`src/rtl/nsfp_pkg.sv`:
```
`timescale 1ns / 1ps

package nsfp_pkg;

    localparam int SAT_SLOTS_DEF      = 32;
    localparam int GROUPS_PER_GSV_DEF = 4;
    localparam int OUTQ_DEPTH         = 4;
    localparam int OUTQ_CNT_W         = 3;

    localparam logic [23:0] VAL_MAX   = 24'hFFFFFF;
    localparam logic [9:0]  INT_CAP   = 10'd1023;

    localparam logic OP_READ     = 1'b1;
    localparam logic RK_STATUS   = 1'b0;
    localparam logic RK_SLOT     = 1'b1;
    localparam logic ERR_OK      = 1'b0;
    localparam logic ERR_MISSING = 1'b1;

    localparam logic [7:0] CH_DOLLAR = 8'h24;
    localparam logic [7:0] CH_COMMA  = 8'h2C;
    localparam logic [7:0] CH_LF     = 8'h0A;
    localparam logic [7:0] CH_PLUS   = 8'h2B;
    localparam logic [7:0] CH_MINUS  = 8'h2D;
    localparam logic [7:0] CH_DOT    = 8'h2E;
    localparam logic [7:0] CH_ZERO   = 8'h30;
    localparam logic [7:0] CH_NINE   = 8'h39;
    localparam logic [7:0] CH_V      = 8'h56;
    localparam logic [7:0] CH_N      = 8'h4E;

    localparam logic [39:0] TAG_GGA = 40'h4750474741;
    localparam logic [39:0] TAG_GLL = 40'h4750474C4C;
    localparam logic [39:0] TAG_RMC = 40'h4750524D43;
    localparam logic [39:0] TAG_VTG = 40'h4750565447;
    localparam logic [39:0] TAG_GSV = 40'h4750475356;

    typedef enum logic [2:0] {
        K_GGA   = 3'd0,
        K_GLL   = 3'd1,
        K_RMC   = 3'd2,
        K_VTG   = 3'd3,
        K_GSV   = 3'd4,
        K_OTHER = 3'd5
    } t_kind;

    typedef enum logic [2:0] {
        BC_DOLLAR,
        BC_COMMA,
        BC_LF,
        BC_DIGIT,
        BC_DOT,
        BC_SIGN,
        BC_OTHER
    } t_byte_cls;

    typedef struct packed {
        logic       operation;
        logic [7:0] data_byte;
        logic [4:0] slot_index;
    } t_in_item;

    typedef struct packed {
        logic        result_kind;
        logic [2:0]  sentence_type;
        logic        error_code;
        logic        fix_alive;
        logic [23:0] speed_m_per_h;
        logic [9:0]  heading;
        logic        sat_valid;
        logic [6:0]  sat_elevation;
        logic [8:0]  sat_azimuth;
        logic [6:0]  sat_snr;
    } t_out_item;

    typedef struct packed {
        logic       is_read;
        t_byte_cls  cls;
        logic [7:0] data_byte;
        logic [4:0] slot_index;
    } t_cmd;

    typedef struct packed {
        logic                  valid;
        logic [OUTQ_CNT_W-1:0] count;
    } t_q_status;

    typedef struct packed {
        logic [3:0] q;
        logic [9:0] r;
    } t_qr;

    typedef struct packed {
        logic [10:0] qf;
        logic [9:0]  rf;
    } t_wt;

    function automatic t_kind classify(input logic [39:0] letters, input logic [2:0] len);
        t_kind k;
        k = K_OTHER;
        if (len == 3'd5) begin
            case (letters)
                TAG_GGA: k = K_GGA;
                TAG_GLL: k = K_GLL;
                TAG_RMC: k = K_RMC;
                TAG_VTG: k = K_VTG;
                TAG_GSV: k = K_GSV;
                default: k = K_OTHER;
            endcase
        end
        return k;
    endfunction

    function automatic logic [3:0] needed_fields(input t_kind k);
        logic [3:0] n;
        unique case (k)
            K_GGA:   n = 4'd7;
            K_GLL:   n = 4'd7;
            K_RMC:   n = 4'd9;
            K_VTG:   n = 4'd10;
            K_GSV:   n = 4'd3;
            default: n = 4'd0;
        endcase
        return n;
    endfunction

    // Split a value below 10000 into thousands and remainder.
    function automatic t_qr norm1000(input logic [13:0] v);
        t_qr res;
        res.q = 4'd0;
        for (int k = 1; k <= 9; k++) begin
            if (v >= 14'(k * 1000)) res.q = res.q + 4'd1;
        end
        res.r = 10'(v - 14'(res.q) * 14'd1000);
        return res;
    endfunction

    // Weight of one digit times 1852, as whole part and thousandths.
    function automatic t_wt digit_weight(input logic dot, input logic [1:0] fd);
        t_wt w;
        if (!dot) begin
            w.qf = 11'd1852; w.rf = 10'd0;
        end else begin
            case (fd)
                2'd0:    begin w.qf = 11'd185; w.rf = 10'd200; end
                2'd1:    begin w.qf = 11'd18;  w.rf = 10'd520; end
                default: begin w.qf = 11'd1;   w.rf = 10'd852; end
            endcase
        end
        return w;
    endfunction

    function automatic logic [9:0] clamp_int(input logic neg, input logic [9:0] v,
                                             input logic [9:0] maxv);
        logic [9:0] c;
        if (neg) c = 10'd0;
        else if (v > maxv) c = maxv;
        else c = v;
        return c;
    endfunction

endpackage

```
`src/rtl/nsfp_front.sv`:
```
`timescale 1ns / 1ps

module nsfp_front (
    input  logic              i_clk,
    input  logic              i_rst_n,
    input  logic              push,
    output logic              full,
    input  nsfp_pkg::t_in_item i_item,
    input  logic              i_pop,
    output logic              o_valid,
    output nsfp_pkg::t_cmd    o_cmd
);

    nsfp_pkg::t_cmd r_mem [2];
    logic           r_wp, r_rp;
    logic [1:0]     r_count;
    nsfp_pkg::t_cmd w_cmd;
    logic           w_wr, w_rd;

    // Classify the byte once here so the back end only branches.
    always_comb begin
        w_cmd.is_read    = (i_item.operation == nsfp_pkg::OP_READ);
        w_cmd.data_byte  = i_item.data_byte;
        w_cmd.slot_index = i_item.slot_index;
        unique case (i_item.data_byte) inside
            nsfp_pkg::CH_DOLLAR:                   w_cmd.cls = nsfp_pkg::BC_DOLLAR;
            nsfp_pkg::CH_COMMA:                    w_cmd.cls = nsfp_pkg::BC_COMMA;
            nsfp_pkg::CH_LF:                       w_cmd.cls = nsfp_pkg::BC_LF;
            nsfp_pkg::CH_DOT:                      w_cmd.cls = nsfp_pkg::BC_DOT;
            nsfp_pkg::CH_PLUS, nsfp_pkg::CH_MINUS: w_cmd.cls = nsfp_pkg::BC_SIGN;
            [nsfp_pkg::CH_ZERO:nsfp_pkg::CH_NINE]: w_cmd.cls = nsfp_pkg::BC_DIGIT;
            default:                               w_cmd.cls = nsfp_pkg::BC_OTHER;
        endcase
    end

    assign full    = (r_count == 2'd2);
    assign o_valid = (r_count != 2'd0);
    assign o_cmd   = r_mem[r_rp];
    assign w_wr    = push && !full;
    assign w_rd    = i_pop && o_valid;

    always_ff @(posedge i_clk) begin
        if (w_wr) r_mem[r_wp] <= w_cmd;
    end

    always_ff @(posedge i_clk) begin
        if (!i_rst_n) begin
            r_wp    <= 1'b0;
            r_rp    <= 1'b0;
            r_count <= 2'd0;
        end else begin
            if (w_wr) r_wp <= ~r_wp;
            if (w_rd) r_rp <= ~r_rp;
            r_count <= r_count + 2'(w_wr) - 2'(w_rd);
        end
    end

    a_pop_nonempty: assert property (@(posedge i_clk) disable iff (!i_rst_n)
        i_pop |-> (r_count != 2'd0))
        else $error("command queue popped while empty");

endmodule

```
`src/rtl/nsfp_outq.sv`:
```
`timescale 1ns / 1ps

module nsfp_outq (
    input  logic                 i_clk,
    input  logic                 i_rst_n,
    input  logic                 i_push,
    input  nsfp_pkg::t_out_item  i_item,
    output logic [nsfp_pkg::OUTQ_CNT_W-1:0] o_count,
    input  logic                 pop,
    output logic                 empty,
    output nsfp_pkg::t_out_item  o_result
);

    localparam int PW = $clog2(nsfp_pkg::OUTQ_DEPTH);

    nsfp_pkg::t_out_item r_mem [nsfp_pkg::OUTQ_DEPTH];
    logic [PW-1:0]       r_wp, r_rp;
    logic [nsfp_pkg::OUTQ_CNT_W-1:0] r_count;
    logic                w_rd;

    assign empty    = (r_count == '0);
    assign o_result = r_mem[r_rp];
    assign o_count  = r_count;
    assign w_rd     = pop && !empty;

    always_ff @(posedge i_clk) begin
        if (i_push) r_mem[r_wp] <= i_item;
    end

    always_ff @(posedge i_clk) begin
        if (!i_rst_n) begin
            r_wp    <= '0;
            r_rp    <= '0;
            r_count <= '0;
        end else begin
            if (i_push) r_wp <= r_wp + PW'(1);
            if (w_rd)   r_rp <= r_rp + PW'(1);
            r_count <= r_count + nsfp_pkg::OUTQ_CNT_W'(i_push)
                               - nsfp_pkg::OUTQ_CNT_W'(w_rd);
        end
    end

    a_no_overflow: assert property (@(posedge i_clk) disable iff (!i_rst_n)
        i_push |-> (32'(r_count) < nsfp_pkg::OUTQ_DEPTH))
        else $error("result queue overflow");

endmodule

```
`src/rtl/nsfp_back.sv`:
```
`timescale 1ns / 1ps

module nsfp_back #(
    parameter int SAT_SLOTS      = nsfp_pkg::SAT_SLOTS_DEF,
    parameter int GROUPS_PER_GSV = nsfp_pkg::GROUPS_PER_GSV_DEF
) (
    input  logic                i_clk,
    input  logic                i_rst_n,
    input  logic                i_cmd_valid,
    input  nsfp_pkg::t_cmd      i_cmd,
    output logic                o_cmd_pop,
    input  nsfp_pkg::t_q_status i_outq,
    output logic                o_res_valid,
    output nsfp_pkg::t_out_item o_res
);

    localparam int FIELD_CAP = (4 * GROUPS_PER_GSV + 4) > 10 ? (4 * GROUPS_PER_GSV + 4) : 10;
    localparam int FN_W      = $clog2(FIELD_CAP + 1);
    localparam int SLOT_W    = SAT_SLOTS > 1 ? $clog2(SAT_SLOTS) : 1;
    localparam int GSV_END   = 4 + 4 * GROUPS_PER_GSV;

    typedef enum logic {PH_IDLE, PH_BUSY} t_phase;

    t_phase              r_phase, n_phase;
    logic [FN_W-1:0]     r_fn, n_fn;
    logic [39:0]         r_letters, n_letters;
    logic [2:0]          r_len, n_len;
    nsfp_pkg::t_kind     r_kind, n_kind;
    logic [7:0]          r_first, n_first;
    logic                r_ne, n_ne, r_dot, n_dot, r_stop, n_stop, r_neg, n_neg;
    logic [1:0]          r_fd, n_fd;
    logic [9:0]          r_int, n_int;
    logic [23:0]         r_q, n_q;
    logic [9:0]          r_r, n_r;
    logic                r_vtg_ok, n_vtg_ok;
    logic [23:0]         r_vtg_spd, n_vtg_spd;
    logic                r_grp_all, n_grp_all, r_grp_idxv, n_grp_idxv;
    logic [SLOT_W-1:0]   r_grp_idx, n_grp_idx;
    logic [6:0]          r_grp_el, n_grp_el;
    logic [8:0]          r_grp_az, n_grp_az;
    logic                r_alive, n_alive;
    logic [23:0]         r_speed, n_speed;
    logic [9:0]          r_heading, n_heading;
    logic [SAT_SLOTS-1:0] r_sat_valid, n_sat_valid;

    logic                r_s2_valid, n_s2_valid;
    nsfp_pkg::t_out_item r_s2_item, n_s2_item;
    logic                r_s2_read, n_s2_read;
    logic                r_s2_ok, n_s2_ok;

    logic [22:0]         r_sat_mem [SAT_SLOTS];
    logic [22:0]         r_rd_data;

    logic                w_go, w_we;
    logic [SLOT_W-1:0]   w_waddr, w_raddr;
    logic [22:0]         w_wdata;
    logic                w_rd_in;
    logic [3:0]          w_d;
    nsfp_pkg::t_kind     w_cur_kind;
    logic [9:0]          w_c127, w_c511, w_c999;
    logic [23:0]         w_spd;
    logic [13:0]         w_int_x, w_rsum;
    logic [27:0]         w_qsum;
    nsfp_pkg::t_wt       w_wt;
    nsfp_pkg::t_qr       w_nq;
    logic [1:0]          w_pos;
    logic                w_in_gsv;

    // Stage 2 needs a free slot in the result queue as well.
    assign w_go      = i_cmd_valid &&
                       (32'(i_outq.count) + 32'(r_s2_valid) < nsfp_pkg::OUTQ_DEPTH);
    assign o_cmd_pop = w_go;

    assign w_d        = 4'(i_cmd.data_byte - nsfp_pkg::CH_ZERO);
    assign w_cur_kind = (r_fn == '0) ? nsfp_pkg::classify(r_letters, r_len) : r_kind;
    assign w_c127     = nsfp_pkg::clamp_int(r_neg, r_int, 10'd127);
    assign w_c511     = nsfp_pkg::clamp_int(r_neg, r_int, 10'd511);
    assign w_c999     = nsfp_pkg::clamp_int(r_neg, r_int, 10'd999);
    assign w_spd      = r_neg ? 24'd0 : r_q;
    assign w_pos      = r_fn[1:0];
    assign w_in_gsv   = (32'(r_fn) >= 4) && (32'(r_fn) < GSV_END);
    assign w_rd_in    = 32'(i_cmd.slot_index) < SAT_SLOTS;
    assign w_raddr    = SLOT_W'(32'(i_cmd.slot_index));

    // Knots held as whole part and thousandths of value*1852, so no divider.
    always_comb begin
        w_int_x = 14'(r_int) * 14'd10 + 14'(w_d);
        w_wt    = nsfp_pkg::digit_weight(r_dot, r_fd);
        if (!r_dot) begin
            w_rsum = 14'(r_r) * 14'd10;
            w_nq   = nsfp_pkg::norm1000(w_rsum);
            w_qsum = 28'(r_q) * 28'd10 + 28'(w_nq.q) + 28'(w_d) * 28'(w_wt.qf);
        end else begin
            w_rsum = 14'(r_r) + 14'(w_d) * 14'(w_wt.rf);
            w_nq   = nsfp_pkg::norm1000(w_rsum);
            w_qsum = 28'(r_q) + 28'(w_d) * 28'(w_wt.qf) + 28'(w_nq.q);
        end
    end

    always_comb begin
        n_phase = r_phase;  n_fn = r_fn;  n_letters = r_letters;  n_len = r_len;
        n_kind = r_kind;  n_first = r_first;  n_ne = r_ne;  n_dot = r_dot;
        n_stop = r_stop;  n_neg = r_neg;  n_fd = r_fd;  n_int = r_int;
        n_q = r_q;  n_r = r_r;  n_vtg_ok = r_vtg_ok;  n_vtg_spd = r_vtg_spd;
        n_grp_all = r_grp_all;  n_grp_idxv = r_grp_idxv;  n_grp_idx = r_grp_idx;
        n_grp_el = r_grp_el;  n_grp_az = r_grp_az;  n_alive = r_alive;
        n_speed = r_speed;  n_heading = r_heading;  n_sat_valid = r_sat_valid;
        n_s2_valid = 1'b0;  n_s2_item = r_s2_item;  n_s2_read = 1'b0;  n_s2_ok = 1'b0;
        w_we = 1'b0;  w_waddr = r_grp_idx;
        w_wdata = {r_grp_el, r_grp_az, w_c127[6:0]};

        if (w_go) begin
            if (i_cmd.is_read) begin
                n_s2_valid = 1'b1;
                n_s2_read  = 1'b1;
                n_s2_ok    = w_rd_in && r_sat_valid[w_raddr];
                n_s2_item  = '0;
                n_s2_item.result_kind   = nsfp_pkg::RK_SLOT;
                n_s2_item.fix_alive     = r_alive;
                n_s2_item.speed_m_per_h = r_speed;
                n_s2_item.heading       = r_heading;
            end else if (i_cmd.cls == nsfp_pkg::BC_DOLLAR) begin
                n_phase = PH_BUSY;  n_fn = '0;  n_letters = '0;  n_len = '0;
                n_vtg_ok = 1'b0;  n_grp_all = 1'b0;  n_grp_idxv = 1'b0;
                n_ne = 1'b0;  n_dot = 1'b0;  n_stop = 1'b0;  n_neg = 1'b0;  n_fd = '0;
                n_int = '0;  n_q = '0;  n_r = '0;  n_first = '0;
            end else if (r_phase == PH_BUSY) begin
                if (i_cmd.cls == nsfp_pkg::BC_COMMA || i_cmd.cls == nsfp_pkg::BC_LF) begin
                    // Close the current field.
                    if (r_fn == '0) begin
                        n_kind = nsfp_pkg::classify(r_letters, r_len);
                    end else begin
                        case (r_kind)
                            nsfp_pkg::K_GGA: begin
                                if (32'(r_fn) == 6 && r_ne) n_alive = (r_int != '0);
                            end
                            nsfp_pkg::K_GLL: begin
                                if (32'(r_fn) == 6 && r_ne) n_alive = (r_first != nsfp_pkg::CH_V);
                            end
                            nsfp_pkg::K_RMC: begin
                                if (32'(r_fn) == 2 && r_ne) n_alive = (r_first != nsfp_pkg::CH_V);
                                if (32'(r_fn) == 7 && r_ne) n_speed = w_spd;
                                if (32'(r_fn) == 8 && r_ne) n_heading = w_c999;
                            end
                            nsfp_pkg::K_VTG: begin
                                if (32'(r_fn) == 1 && r_ne) n_heading = w_c999;
                                if (32'(r_fn) == 5) begin
                                    n_vtg_ok  = r_ne;
                                    n_vtg_spd = w_spd;
                                end
                                if (32'(r_fn) == 6 && r_ne && r_vtg_ok) n_speed = r_vtg_spd;
                                if (32'(r_fn) == 9 && r_ne) n_alive = (r_first != nsfp_pkg::CH_N);
                            end
                            nsfp_pkg::K_GSV: begin
                                // Message number one starts a fresh table.
                                if (32'(r_fn) == 2 && r_ne && !r_neg && r_int == 10'd1)
                                    n_sat_valid = '0;
                                if (w_in_gsv) begin
                                    if (w_pos == 2'd0) begin
                                        n_grp_all  = r_ne;
                                        n_grp_idxv = !r_neg && r_int >= 10'd1 &&
                                                     32'(r_int) <= SAT_SLOTS;
                                        n_grp_idx  = SLOT_W'(32'(r_int) - 1);
                                    end else if (!r_ne) begin
                                        n_grp_all = 1'b0;
                                    end else if (w_pos == 2'd1) begin
                                        n_grp_el = w_c127[6:0];
                                    end else if (w_pos == 2'd2) begin
                                        n_grp_az = w_c511[8:0];
                                    end else if (r_grp_all && r_grp_idxv) begin
                                        w_we = 1'b1;
                                        n_sat_valid[r_grp_idx] = 1'b1;
                                    end
                                end
                            end
                            default: ;
                        endcase
                    end
                    n_ne = 1'b0;  n_dot = 1'b0;  n_stop = 1'b0;  n_neg = 1'b0;  n_fd = '0;
                    n_int = '0;  n_q = '0;  n_r = '0;  n_first = '0;
                    if (i_cmd.cls == nsfp_pkg::BC_COMMA) begin
                        if (32'(r_fn) < FIELD_CAP) n_fn = r_fn + FN_W'(1);
                    end else begin
                        n_s2_valid = 1'b1;
                        n_s2_item  = '0;
                        n_s2_item.result_kind   = nsfp_pkg::RK_STATUS;
                        n_s2_item.sentence_type = w_cur_kind;
                        n_s2_item.error_code    =
                            (32'(r_fn) + 1 < 32'(nsfp_pkg::needed_fields(w_cur_kind))) ?
                            nsfp_pkg::ERR_MISSING : nsfp_pkg::ERR_OK;
                        n_s2_item.fix_alive     = n_alive;
                        n_s2_item.speed_m_per_h = n_speed;
                        n_s2_item.heading       = n_heading;
                        n_phase = PH_IDLE;  n_fn = '0;  n_letters = '0;  n_len = '0;
                        n_vtg_ok = 1'b0;  n_grp_all = 1'b0;  n_grp_idxv = 1'b0;
                    end
                end else begin
                    // Accumulate one character.
                    n_ne = 1'b1;
                    if (r_fn == '0) begin
                        if (r_len < 3'd6) n_len = r_len + 3'd1;
                        n_letters = {r_letters[31:0], i_cmd.data_byte};
                    end else begin
                        if (!r_ne) n_first = i_cmd.data_byte;
                        if (!r_stop) begin
                            if (!r_ne && i_cmd.cls == nsfp_pkg::BC_SIGN) begin
                                if (i_cmd.data_byte == nsfp_pkg::CH_MINUS) n_neg = 1'b1;
                            end else if (i_cmd.cls == nsfp_pkg::BC_DIGIT) begin
                                if (!(r_dot && r_fd == 2'd3)) begin
                                    if (!r_dot)
                                        n_int = (w_int_x > 14'(nsfp_pkg::INT_CAP)) ?
                                                nsfp_pkg::INT_CAP : w_int_x[9:0];
                                    else
                                        n_fd = r_fd + 2'd1;
                                    if (w_qsum > 28'(nsfp_pkg::VAL_MAX)) begin
                                        n_q = nsfp_pkg::VAL_MAX;
                                    end else begin
                                        n_q = w_qsum[23:0];
                                    end
                                    n_r = w_nq.r;
                                end
                            end else if (i_cmd.cls == nsfp_pkg::BC_DOT && !r_dot) begin
                                n_dot = 1'b1;
                            end else begin
                                n_stop = 1'b1;
                            end
                        end
                    end
                end
            end
        end
    end

    always_ff @(posedge i_clk) begin
        if (w_we) r_sat_mem[w_waddr] <= w_wdata;
        if (w_go) r_rd_data <= r_sat_mem[w_raddr];
    end

    always_ff @(posedge i_clk) begin
        if (!i_rst_n) begin
            r_phase <= PH_IDLE;  r_fn <= '0;  r_letters <= '0;  r_len <= '0;
            r_kind <= nsfp_pkg::K_OTHER;  r_first <= '0;  r_ne <= 1'b0;
            r_dot <= 1'b0;  r_stop <= 1'b0;  r_neg <= 1'b0;  r_fd <= '0;
            r_int <= '0;  r_q <= '0;  r_r <= '0;  r_vtg_ok <= 1'b0;
            r_grp_all <= 1'b0;  r_grp_idxv <= 1'b0;  r_alive <= 1'b0;
            r_speed <= '0;  r_heading <= '0;  r_sat_valid <= '0;
            r_s2_valid <= 1'b0;  r_s2_read <= 1'b0;  r_s2_ok <= 1'b0;
        end else begin
            r_phase <= n_phase;  r_fn <= n_fn;  r_letters <= n_letters;  r_len <= n_len;
            r_kind <= n_kind;  r_first <= n_first;  r_ne <= n_ne;  r_dot <= n_dot;
            r_stop <= n_stop;  r_neg <= n_neg;  r_fd <= n_fd;  r_int <= n_int;
            r_q <= n_q;  r_r <= n_r;  r_vtg_ok <= n_vtg_ok;  r_grp_all <= n_grp_all;
            r_grp_idxv <= n_grp_idxv;  r_alive <= n_alive;  r_speed <= n_speed;
            r_heading <= n_heading;  r_sat_valid <= n_sat_valid;
            r_s2_valid <= n_s2_valid;  r_s2_read <= n_s2_read;  r_s2_ok <= n_s2_ok;
        end
        r_vtg_spd <= n_vtg_spd;
        r_grp_idx <= n_grp_idx;
        r_grp_el  <= n_grp_el;
        r_grp_az  <= n_grp_az;
        r_s2_item <= n_s2_item;
    end

    // Merge the registered table read into the result.
    always_comb begin
        o_res_valid = r_s2_valid;
        o_res       = r_s2_item;
        if (r_s2_read && r_s2_ok) begin
            o_res.sat_valid     = 1'b1;
            o_res.sat_elevation = r_rd_data[22:16];
            o_res.sat_azimuth   = r_rd_data[15:7];
            o_res.sat_snr       = r_rd_data[6:0];
        end
    end

    a_heading_cap: assert property (@(posedge i_clk) disable iff (!i_rst_n)
        r_heading <= 10'd999)
        else $error("heading beyond 999");

    a_idle_field_zero: assert property (@(posedge i_clk) disable iff (!i_rst_n)
        (r_phase == PH_IDLE) |-> (r_fn == '0))
        else $error("field count not cleared while idle");

endmodule

```
`src/rtl/nmea_sentence_field_parser.sv`:
```
`timescale 1ns / 1ps

// NMEA 0183 sentence parser. Push one transaction per cycle: either a text byte
// of the receiver stream or a read of one satellite slot. A '$' opens a sentence
// and LF closes it with one status result (type, missing-field error, fix flag,
// speed in m/h, heading); GGA/GLL/RMC/VTG update the fix flag, RMC/VTG update
// speed and heading as each field closes, GSV fills the satellite table (cleared
// on message number 1). Other bytes give no result. A read gives one result with
// the slot contents. The block takes one transaction per clock while the command
// queue has room; each result passes through the command queue, then the parse
// and table read stage, then the result queue write, before it shows on the
// output queue. Input stalls only when results back up: the back end holds once
// the four-entry result queue plus its output stage carry four results, and the
// two-entry command queue then fills. Reset clears the whole satellite table at
// once through per-slot valid bits; no sweep is needed.

module nmea_sentence_field_parser #(
    parameter int SAT_SLOTS      = nsfp_pkg::SAT_SLOTS_DEF,
    parameter int GROUPS_PER_GSV = nsfp_pkg::GROUPS_PER_GSV_DEF
) (
    input  logic                i_clk,
    input  logic                i_rst_n,
    input  logic                push,
    output logic                full,
    input  nsfp_pkg::t_in_item  i_item,
    input  logic                pop,
    output logic                empty,
    output nsfp_pkg::t_out_item o_result
);

    logic                cmd_valid, cmd_pop, res_valid;
    nsfp_pkg::t_cmd      cmd;
    nsfp_pkg::t_out_item res;
    nsfp_pkg::t_q_status outq_st;
    logic [nsfp_pkg::OUTQ_CNT_W-1:0] outq_count;

    // Front end: accept and classify bytes.
    nsfp_front u_front (
        .i_clk   (i_clk),
        .i_rst_n (i_rst_n),
        .push    (push),
        .full    (full),
        .i_item  (i_item),
        .i_pop   (cmd_pop),
        .o_valid (cmd_valid),
        .o_cmd   (cmd)
    );

    assign outq_st.valid = !empty;
    assign outq_st.count = outq_count;

    // Back end: parse fields, hold fix state and the satellite table.
    nsfp_back #(
        .SAT_SLOTS      (SAT_SLOTS),
        .GROUPS_PER_GSV (GROUPS_PER_GSV)
    ) u_back (
        .i_clk       (i_clk),
        .i_rst_n     (i_rst_n),
        .i_cmd_valid (cmd_valid),
        .i_cmd       (cmd),
        .o_cmd_pop   (cmd_pop),
        .i_outq      (outq_st),
        .o_res_valid (res_valid),
        .o_res       (res)
    );

    // Result queue decouples the back end from the consumer.
    nsfp_outq u_outq (
        .i_clk    (i_clk),
        .i_rst_n  (i_rst_n),
        .i_push   (res_valid),
        .i_item   (res),
        .o_count  (outq_count),
        .pop      (pop),
        .empty    (empty),
        .o_result (o_result)
    );

endmodule
```
`config.mk`:
```
export PLATFORM = sky130hd
export DESIGN_NAME = nmea_sentence_field_parser
export DESIGN_NICKNAME = d
export VERILOG_FILES = /design/src/rtl/nsfp_pkg.sv /design/src/rtl/nsfp_front.sv /design/src/rtl/nsfp_outq.sv /design/src/rtl/nsfp_back.sv /design/src/rtl/nmea_sentence_field_parser.sv
export SDC_FILE = /design/constraint.sdc
export NUM_CORES = 2
export LEC_CHECK = 0
export BUFFER_PORTS_ARGS = -buffer_cell sky130_fd_sc_hd__buf_4
export CAP_MARGIN = 20
export CORE_MARGIN = 4
export CORE_UTILIZATION = 40
export DETAILED_ROUTE_END_ITERATION = 10
export PLACE_DENSITY = 0.66
export SLEW_MARGIN = 20
export SYNTH_ARGS = -nofsm -noshare
export SYNTH_HDL_FRONTEND = slang
export SYNTH_SLANG_ARGS = --single-unit
```
`constraint.sdc`:
```
create_clock -name i_clk -period 14.4 [get_ports i_clk]
set_input_delay 2.16 -clock i_clk [delete_from_list [all_inputs] [get_ports i_clk]]
set_output_delay 2.16 -clock i_clk [all_outputs]
set_load 0.01 [all_outputs]
```
# --- After elaboration in Yosys (flattened, before gate mapping) ---
# Memories as Yosys holds them, arrays and structs flattened. A register that Yosys moved wholly into a read port is not among the register bits.
# Index checks and enable logic that the tools add are counted.
word_totals:
  regBits: 303
  ram_bits: 1026
  input_bits: 18
  out_inout_bits: 66
  elab_cells: 504
  memories: 3
memory_table:
  columns: ["name", "depth", "word_bits", "read_ports", "rd_ports_with_merged_regs", "wr", "line", "text"]
  rows:
  - ["u_back.r_sat_mem", 32, 23, 1, 1, 1, "nsfp_back.sv:51", "logic [22:0] r_sat_mem [SAT_SLOTS];"]
  - ["u_outq.r_mem", 4, 64, 1, 1, 1, "nsfp_outq.sv:16", "nsfp_pkg::t_out_item r_mem [nsfp_pkg::OUTQ_DEPTH];"]
  - ["u_front.r_mem", 2, 17, 1, 1, 1, "nsfp_front.sv:14", "nsfp_pkg::t_cmd r_mem [2];"]
op_classes:
  n_addsub: 37
  multipliers: 7
  n_lt_le_gt_ge: 35
  n_eq_ne: 59
  mux: 236
  n_bitwise: 8
  n_reduce_logical: 75
ops:
  columns: ["op", "n"]
  rows:
  - ["32-bit two-way mux", 14]
  - ["24-bit two-way mux", 14]
  - ["64-bit two-way mux", 4]
  - ["10-bit two-way mux", 24]
  - ["40-bit by 39-bit == test with 1-bit output (second input constant)", 5]
  - ["40-bit two-way mux", 5]
  - ["4-bit two-way mux", 40]
  - ["14-bit by 13-bit greater-or-equal comparator with 1-bit output (second input constant)", 8]
  - ["1-bit two-way mux", 91]
  - ["4-bit by 1-bit adder with 4-bit output (second input constant)", 16]
  - ["59-bit two-way mux", 1]
  - ["14-bit by 12-bit greater-or-equal comparator with 1-bit output (second input constant)", 4]
  - ["8-bit by 6-bit == test with 1-bit output (second input constant)", 6]
  - ["24-bit case mux with 2 select lines", 1]
  - ["8-bit two-way mux", 5]
  - ["8-bit AND reduction", 5]
  - ["18-bit case mux with 2 select lines", 1]
  - ["32-bit by 3-bit < comparator with 1-bit output (second input constant)", 1]
  - ["32-bit by 4-bit < comparator with 1-bit output", 1]
  - ["32-bit OR", 1]
  - ["28-bit by 15-bit adder with 28-bit output", 1]
  - ["28-bit by 4-bit adder with 28-bit output", 1]
  - ["14-bit by 10-bit greater-or-equal comparator with 1-bit output (second input constant)", 2]
  - ["14-bit by 11-bit greater-or-equal comparator with 1-bit output (second input constant)", 2]
  - ["other kinds (87)", 204]

# --- Depth between registers and ports, before layout ---
logic_depth:
  word_depth: 44
  mapped_depth: 56
  mapped_depth_nobuf: 52

# --- Cells and area by module ---
# Synthesis repeated with hierarchy kept, for this count alone.
hier_totals:
  hier_cells: 4200
  area_unflattened_um2: 62261.0
by_module_without_submodules:
  columns: ["mod", "n_inst", "cells_per_inst", "area_per_inst_um2", "seq_area_each_um2"]
  rows:
  - ["nsfp_back", 1, 3718, 50867.5, 28987.8]
  - ["nsfp_outq", 1, 377, 9774.4, 7867.5]
  - ["nsfp_front", 1, 104, 1615.3, 1121.1]
  - ["nmea_sentence_field_parser", 1, 1, 3.8, 0.0]

# --- Worst setup path after synthesis ---
# No wires, ideal clock.
synth_path:
  path_type: "flip-flop to flip-flop"
  startpoint: "register with a tool-made name"
  endpoint: "register u_back.r_q[12]"
  arrival_ps: 12010
  t_required_ps: 14340
  slack_ps: 2331
  stages_incl_launch_ff: 51
  path_buffers: 5
  cell_sequence: "dfxtp_1 -> buf_1 -> buf_1 -> mux2i_1 -> clkbuf_1 -> or3_1 -> fa_1 -> inv_1 -> fa_1 -> inv_1 -> fa_1 -> inv_1 -> ha_1 -> a21o_1 -> nand2_1 -> o211ai_1 -> or3_1 -> a2111oi_0 -> [... 15 more ...] -> nor4b_2 -> xor2_1 -> xnor2_1 -> fa_1 -> inv_1 -> ha_1 -> a21oi_1 -> o21bai_1 -> a21oi_1 -> o21ai_0 -> nand3_1 -> o211ai_1 -> nand2_1 -> o21ai_0 -> nand3_1 -> nor2_2 -> buf_2 -> a221o_1"
synth_lines:
  columns: ["element", "line", "text"]
  rows:
  - ["end signal: assignment", "nsfp_back.sv:252", "r_q <= n_q; r_r <= n_r; r_vtg_ok <= n_vtg_ok; r_grp_all <= n_grp_all;"]
  - ["end: declaration", "nsfp_back.sv:33", "logic [23:0] r_q, n_q;"]

# --- Worst setup path in the final report ---
layout_path:
  startpoint: "register u_back.r_fd[1]"
  endpoint: "register u_back.r_q[10]"
layout_between:
  elab_chain_len: 44
  word_cells_on_any_way: 60
  classes_between: "12 x add/sub; 2 x mul; 10 x order compare; 3 x eq/ne; 30 x mux; 3 x reduce/logical"
layout_rtl:
  columns: ["element", "line", "text"]
  rows:
  - ["start: declaration", "nsfp_back.sv:31", "logic [1:0] r_fd, n_fd;"]
  - ["start signal: assignment", "nsfp_back.sv:251", "r_stop <= n_stop; r_neg <= n_neg; r_fd <= n_fd; r_int <= n_int;"]
  - ["2-bit by 1-bit == test with 1-bit output or 2-bit logical NOT (tied branches)", "nsfp_pkg.sv:142", "case (fd)"]
  - ["18-bit case mux with 2 select lines", "nsfp_pkg.sv:142", null]
  - ["21-bit two-way mux", "nsfp_pkg.sv:139", "if (!dot) begin"]
  - ["4-bit by 10-bit multiplier with 14-bit output", "nsfp_back.sv:94", "w_rsum = 14'(r_r) + 14'(w_d) * 14'(w_wt.rf);"]
  - ["10-bit by 14-bit adder with 14-bit output", "nsfp_back.sv:94", null]
  - ["14-bit by 10-bit greater-or-equal comparator with 1-bit output", "nsfp_pkg.sv:130", "if (v >= 14'(k * 1000)) res.q = res.q + 4'd1;"]
  - ["1-bit two-way mux", "nsfp_pkg.sv:130", null]
  - ["4-bit two-way mux", "nsfp_back.sv:89", "if (!r_dot) begin"]
  - ["[... 28 more ...]", null, null]
  - ["24-bit two-way mux", "nsfp_back.sv:209", "if (!(r_dot && r_fd == 2'd3)) begin"]
  - ["24-bit two-way mux", "nsfp_back.sv:208", "end else if (i_cmd.cls == nsfp_pkg::BC_DIGIT) begin"]
  - ["24-bit two-way mux", "nsfp_back.sv:206", "if (!r_ne && i_cmd.cls == nsfp_pkg::BC_SIGN) begin"]
  - ["24-bit two-way mux", "nsfp_back.sv:205", "if (!r_stop) begin"]
  - ["24-bit two-way mux", "nsfp_back.sv:200", "if (r_fn == '0) begin"]
  - ["24-bit two-way mux", "nsfp_back.sv:128", "if (i_cmd.cls == nsfp_pkg::BC_COMMA || i_cmd.cls == nsfp_pkg::BC_LF) begin"]
  - ["24-bit two-way mux", "nsfp_back.sv:127", "end else if (r_phase == PH_BUSY) begin"]
  - ["24-bit two-way mux", "nsfp_back.sv:122", "end else if (i_cmd.cls == nsfp_pkg::BC_DOLLAR) begin"]
# Several ways; a longest one is shown, not always the timed one. The select of a mux whose other input is x is not followed.
# A chain may end at the register's enable or synchronous reset.

==> metrics.txt <==
# TYPE chip_impl_metric gauge
chip_impl_metric{name="grt_max_degree",unit=""} 106
chip_impl_metric{name="yosysWarnings",unit=""} 0
chip_impl_metric{name="die_w",unit="µm"} 402.6
chip_impl_metric{name="cts.repair_timing.setup_buffer_count",unit=""} 0
chip_impl_info{name="cp-end-kind",value="register"} 1
chip_impl_metric{name="timing.final.max_slew_violations",unit=""} 0
chip_impl_metric{name="cts_inserted_buffers",unit=""} 136
chip_impl_metric{name="slew_headroom",unit=""} 0.2658
chip_impl_metric{name="first_global_vias",unit=""} 37090
chip_impl_metric{name="cellInternalPower",unit="µW"} 7377
chip_impl_info{name="startpoint_type",value="register"} 1
chip_impl_metric{name="first_iter_violations",unit=""} 3503
chip_impl_metric{name="coreArea",unit="µm²"} 154400
chip_impl_metric{name="portBuffers",unit=""} 83
chip_impl_metric{name="drive_gt1_frac",unit=""} 0.1597
chip_impl_metric{name="insertion_delay",unit="ps"} 770
chip_impl_info{name="cts_root_buf",value="sky130_fd_sc_hd__clkbuf_16"} 1
chip_impl_metric{name="cts.hold.buffers_added",unit=""} 0
chip_impl_metric{name="synth_to_layout_area_growth",unit="%"} 12.28
chip_impl_metric{name="syn_area",unit="µm²"} 62290
chip_impl_metric{name="clock_transition_time_at_the_flip_flop_clock_pins_of_the_worst_setup_and_hold_paths",unit="ps"} 60
chip_impl_metric{name="worst-endpoint-required",unit="ps"} 15090
chip_impl_metric{name="floorplan.die_area",unit="µm²"} 162100
chip_impl_metric{name="cp.arrival",unit="ps"} 13290
chip_impl_info{name="timing.setup.critical_path_class",value="reg2reg"} 1
chip_impl_metric{name="synth.yosys.seq_area_share",unit=""} 0.6096
chip_impl_metric{name="num_io_pins",unit=""} 84
chip_impl_metric{name="power.share.switching",unit=""} 0.2999
chip_impl_metric{name="static_leakage_power",unit="µW"} 0.02545
chip_impl_metric{name="clock_power_share",unit=""} 0.319
chip_impl_info{name="startpoint",value="u_back.r_fd[1]"} 1
chip_impl_metric{name="dr_total_vias",unit=""} 37270
chip_impl_metric{name="grt_antenna_before_repair",unit=""} 10
chip_impl_info{name="post-synth-top-count-cell",value="sky130_fd_sc_hd__edfxtp_1"} 1
chip_impl_metric{name="wire_length_of_the_first_global_routing_pass",unit="µm"} 230200
chip_impl_metric{name="power.combinational.fraction",unit=""} 0.263
chip_impl_metric{name="fin_setup_tns",unit="ps"} 0
chip_impl_info{name="r2r-start",value="u_back.r_fd[1]"} 1
chip_impl_metric{name="number_of_standard_cell_rows_in_the_floorplan",unit=""} 144
chip_impl_metric{name="netlist_instances",unit=""} 4411
chip_impl_metric{name="initial_utilization",unit=""} 0.4034
chip_impl_info{name="timing.critical_path.max_delay_family",value="adder cells"} 1
chip_impl_metric{name="synthArstFlopShare",unit=""} 0
chip_impl_metric{name="place_hpwl",unit="µm"} 91100
chip_impl_metric{name="syn-mean-instance-area",unit="µm²"} 14.12
chip_impl_metric{name="synth.ff_latch_count",unit=""} 1330
chip_impl_metric{name="fmaxAchievable",unit="MHz"} 79.39
chip_impl_metric{name="htree_levels",unit=""} 4
chip_impl_info{name="crit_path_frequent_cell",value="sky130_fd_sc_hd__ha_1"} 1
chip_impl_metric{name="route.antenna.remaining_nets",unit=""} 0
chip_impl_metric{name="synth_edf_count",unit=""} 1134
chip_impl_metric{name="post_cts.resized_instances",unit=""} 0
chip_impl_metric{name="worst_slew_pin_slew",unit="ps"} 1101
chip_impl_metric{name="report.final.setup_viol",unit=""} 0
chip_impl_metric{name="layout_worst_path_cycle_share",unit=""} 0.8747
chip_impl_metric{name="cpPeakStageDelay",unit="ps"} 680
chip_impl_metric{name="synth_top_cell_area_share",unit=""} 0.5466
chip_impl_metric{name="track_usage",unit=""} 0.1852
chip_impl_metric{name="max-cap-violations",unit=""} 0
chip_impl_metric{name="avg_vias_per_cell",unit=""} 5.599
chip_impl_metric{name="period_needed",unit="ps"} 12600
chip_impl_metric{name="route.final.wire_length",unit="µm"} 151100
chip_impl_info{name="synthTopCellsByArea",value="sky130_fd_sc_hd__edfxtp_1 55%, sky130_fd_sc_hd__mux4_2 9.3%, sky130_fd_sc_hd__dfxtp_1 6.3%, sky130_fd_sc_hd__ha_1 4.9%, sky130_fd_sc_hd__nand2_1 2.7%"} 1
chip_impl_metric{name="gp_routability_congestion",unit=""} 0.8164
chip_impl_metric{name="route.detailed.drc",unit=""} 0
chip_impl_metric{name="gr-total-overflow",unit=""} 0
chip_impl_metric{name="power_density",unit="nW/µm²"} 150.7
chip_impl_metric{name="clock_sinks",unit=""} 1330
chip_impl_info{name="unrepaired_setup_endpoints_after_global_routing",value="no"} 1
chip_impl_metric{name="drt_pre_antenna_iters",unit=""} 7
chip_impl_info{name="dominant_register_cell_in_the_synthesized_netlist",value="sky130_fd_sc_hd__edfxtp_1"} 1
chip_impl_info{name="cts_tree",value="done"} 1
chip_impl_metric{name="dpl_cell_area",unit="µm²"} 65670
chip_impl_info{name="hp-class",value="reg2reg"} 1
chip_impl_info{name="synth_area_leader_cell",value="sky130_fd_sc_hd__edfxtp_1"} 1
chip_impl_metric{name="postLayoutCellArea",unit="µm²"} 69940
chip_impl_metric{name="switching_power",unit="µW"} 3160
chip_impl_metric{name="critical_path.max_fanout",unit=""} 19
chip_impl_info{name="synthTopCellsByCount",value="1134 x sky130_fd_sc_hd__edfxtp_1, 442 x sky130_fd_sc_hd__nand2_1, 256 x sky130_fd_sc_hd__mux4_2, 245 x sky130_fd_sc_hd__ha_1, 217 x sky130_fd_sc_hd__nor2_1"} 1
chip_impl_metric{name="final.hold.worst_slack",unit="ps"} 464.8
chip_impl_metric{name="nNetsFinal",unit=""} 4818
chip_impl_metric{name="ir_worst_vdd",unit="mV"} 0.1239
chip_impl_metric{name="syn-num-nets",unit=""} 4727
chip_impl_metric{name="total_power",unit="µW"} 10540
chip_impl_info{name="min_from",value="u_back.r_letters[33]"} 1
chip_impl_metric{name="wire_per_inst",unit="µm"} 22.70
chip_impl_metric{name="cts_buffer_depth",unit=""} 3
chip_impl_metric{name="timing.clock.skew",unit="ps"} 26.48
chip_impl_info{name="worst_path_max_delay_cell",value="sky130_fd_sc_hd__nor2_2"} 1
chip_impl_metric{name="die_height",unit="µm"} 402.6
chip_impl_info{name="status",value="finished, final reports clean"} 1
chip_impl_metric{name="finalHoldViolCount",unit=""} 0
chip_impl_metric{name="synthDistinctLibCells",unit=""} 107
chip_impl_metric{name="critical_path.n_buffers_inverters",unit=""} 5
chip_impl_metric{name="pwr-share-seq",unit=""} 0.418
==> worst min-delay path, stage by stage, from the launching register on <==
cell and delay, ps:
sky130_fd_sc_hd__dfxtp_1 310, sky130_fd_sc_hd__nand2_1 50, sky130_fd_sc_hd__a21boi_0 60
==> kinds of logic after synthesis <==
| kind of cell | count (synthesis) | share of synthesized area |
|---|---|---|
| AO/OA/AOI/OAI | 664 | 0.07261 |
| XOR/XNOR | 150 | 0.02244 |
| adder cells (fa/ha/maj) | 298 | 0.06624 |
| buffers and inverters | 358 | 0.02169 |
| flip-flops | 1330 | 0.6096 |
| multiplexers | 370 | 0.1114 |
| other | 1 | 0.00006020 |
| AND/OR/NAND/NOR | 1240 | 0.09597 |
==> sequential cells by signal (all words and copies together), names as in the netlist, 5 cells and up, named ones only <==
| signal | count |
|---|---|
| u_back.r_sat_valid | 32 |
| u_back.r_grp_az | 9 |
| u_back.r_int | 10 |
| u_back.r_q | 24 |
| u_back.r_first | 8 |
| u_outq.r_mem | 256 |
| u_back.r_rd_data | 23 |
| u_back.r_grp_el | 7 |
| u_back.r_grp_idx | 5 |
| u_back.o_res | 40 |
| u_back.r_vtg_spd | 24 |
| u_back.r_sat_mem | 736 |
| u_back.r_r | 9 |
| u_back.r_fn | 5 |
| u_back.r_heading | 10 |
| u_back.r_letters | 40 |
| u_back.r_speed | 24 |
| u_front.r_mem | 34 |
==> layout make-up <==
| cell class | count | area (µm²) |
|---|---|---|
| Fill cell | 13410 | 84470 |
| Sequential cell | 1330 | 37990 |
| Multi-Input combinational cell | 2723 | 23340 |
| Clock buffer | 182 | 3690 |
| Tap cell | 2044 | 2557 |
| Timing Repair Buffer | 160 | 1257 |
| Inverter | 151 | 566.8 |
| Clock inverter | 63 | 530.5 |
| Antenna cell | 4 | 10.01 |
==> metrics by stage <==
stage	utilization	instances	setup slack (ps)
global route	0.4529	6654	951.7
finish	0.4530	6657	1804
global placement	0.4250	6404	2069
detailed placement	0.4253	6406	1958
floorplan	-	4411	2331
CTS	0.4526	6651	1870
==> per-layer routing <==
metal	part of all wire	track usage
met5	0.00018	0
met3	0.065	0.02873
met1	0.42	0.2520
met2	0.49	0.3104
met4	0.023	0.05064
==> cell usage in the layout (no fill, tap or decap), drive strengths merged, types with 54 or more instances in the layout <==
| cell type | n |
|---|---|
| inv | 163 |
| xnor2 | 93 |
| ha | 245 |
| nand2 | 443 |
| nor2 | 220 |
| o21ai | 139 |
| a21boi | 65 |
| clkbuf | 182 |
| xor2 | 54 |
| mux2i | 90 |
| mux4 | 256 |
| nand3 | 192 |
| buf | 160 |
| dfxtp | 196 |
| nor2b | 112 |
| a21oi | 159 |
| edfxtp | 1134 |
==> power groups by stage <==
stage                     clock network (µW)  logic (µW)  registers [µW]
after floorplan                            0        2000            4430
after global placement                     0        2790            4480
after detailed placement                   0        2800            4490
after CTS                               3430        2810            4410
after global routing                    3590        3060            4420
final                                   3360        2770            4410
==> final timing paths <==
check,endpoint,slack [ps],depth (start not counted)
hold reg to reg,u_back.r_letters[33],460,2
setup reg to reg,u_back.r_q[10],1800,47
hold / removal,u_back.r_letters[33],460,2
setup / recovery,u_back.r_q[10],1800,47
Note: power is estimated with default switching activity, not from simulation.
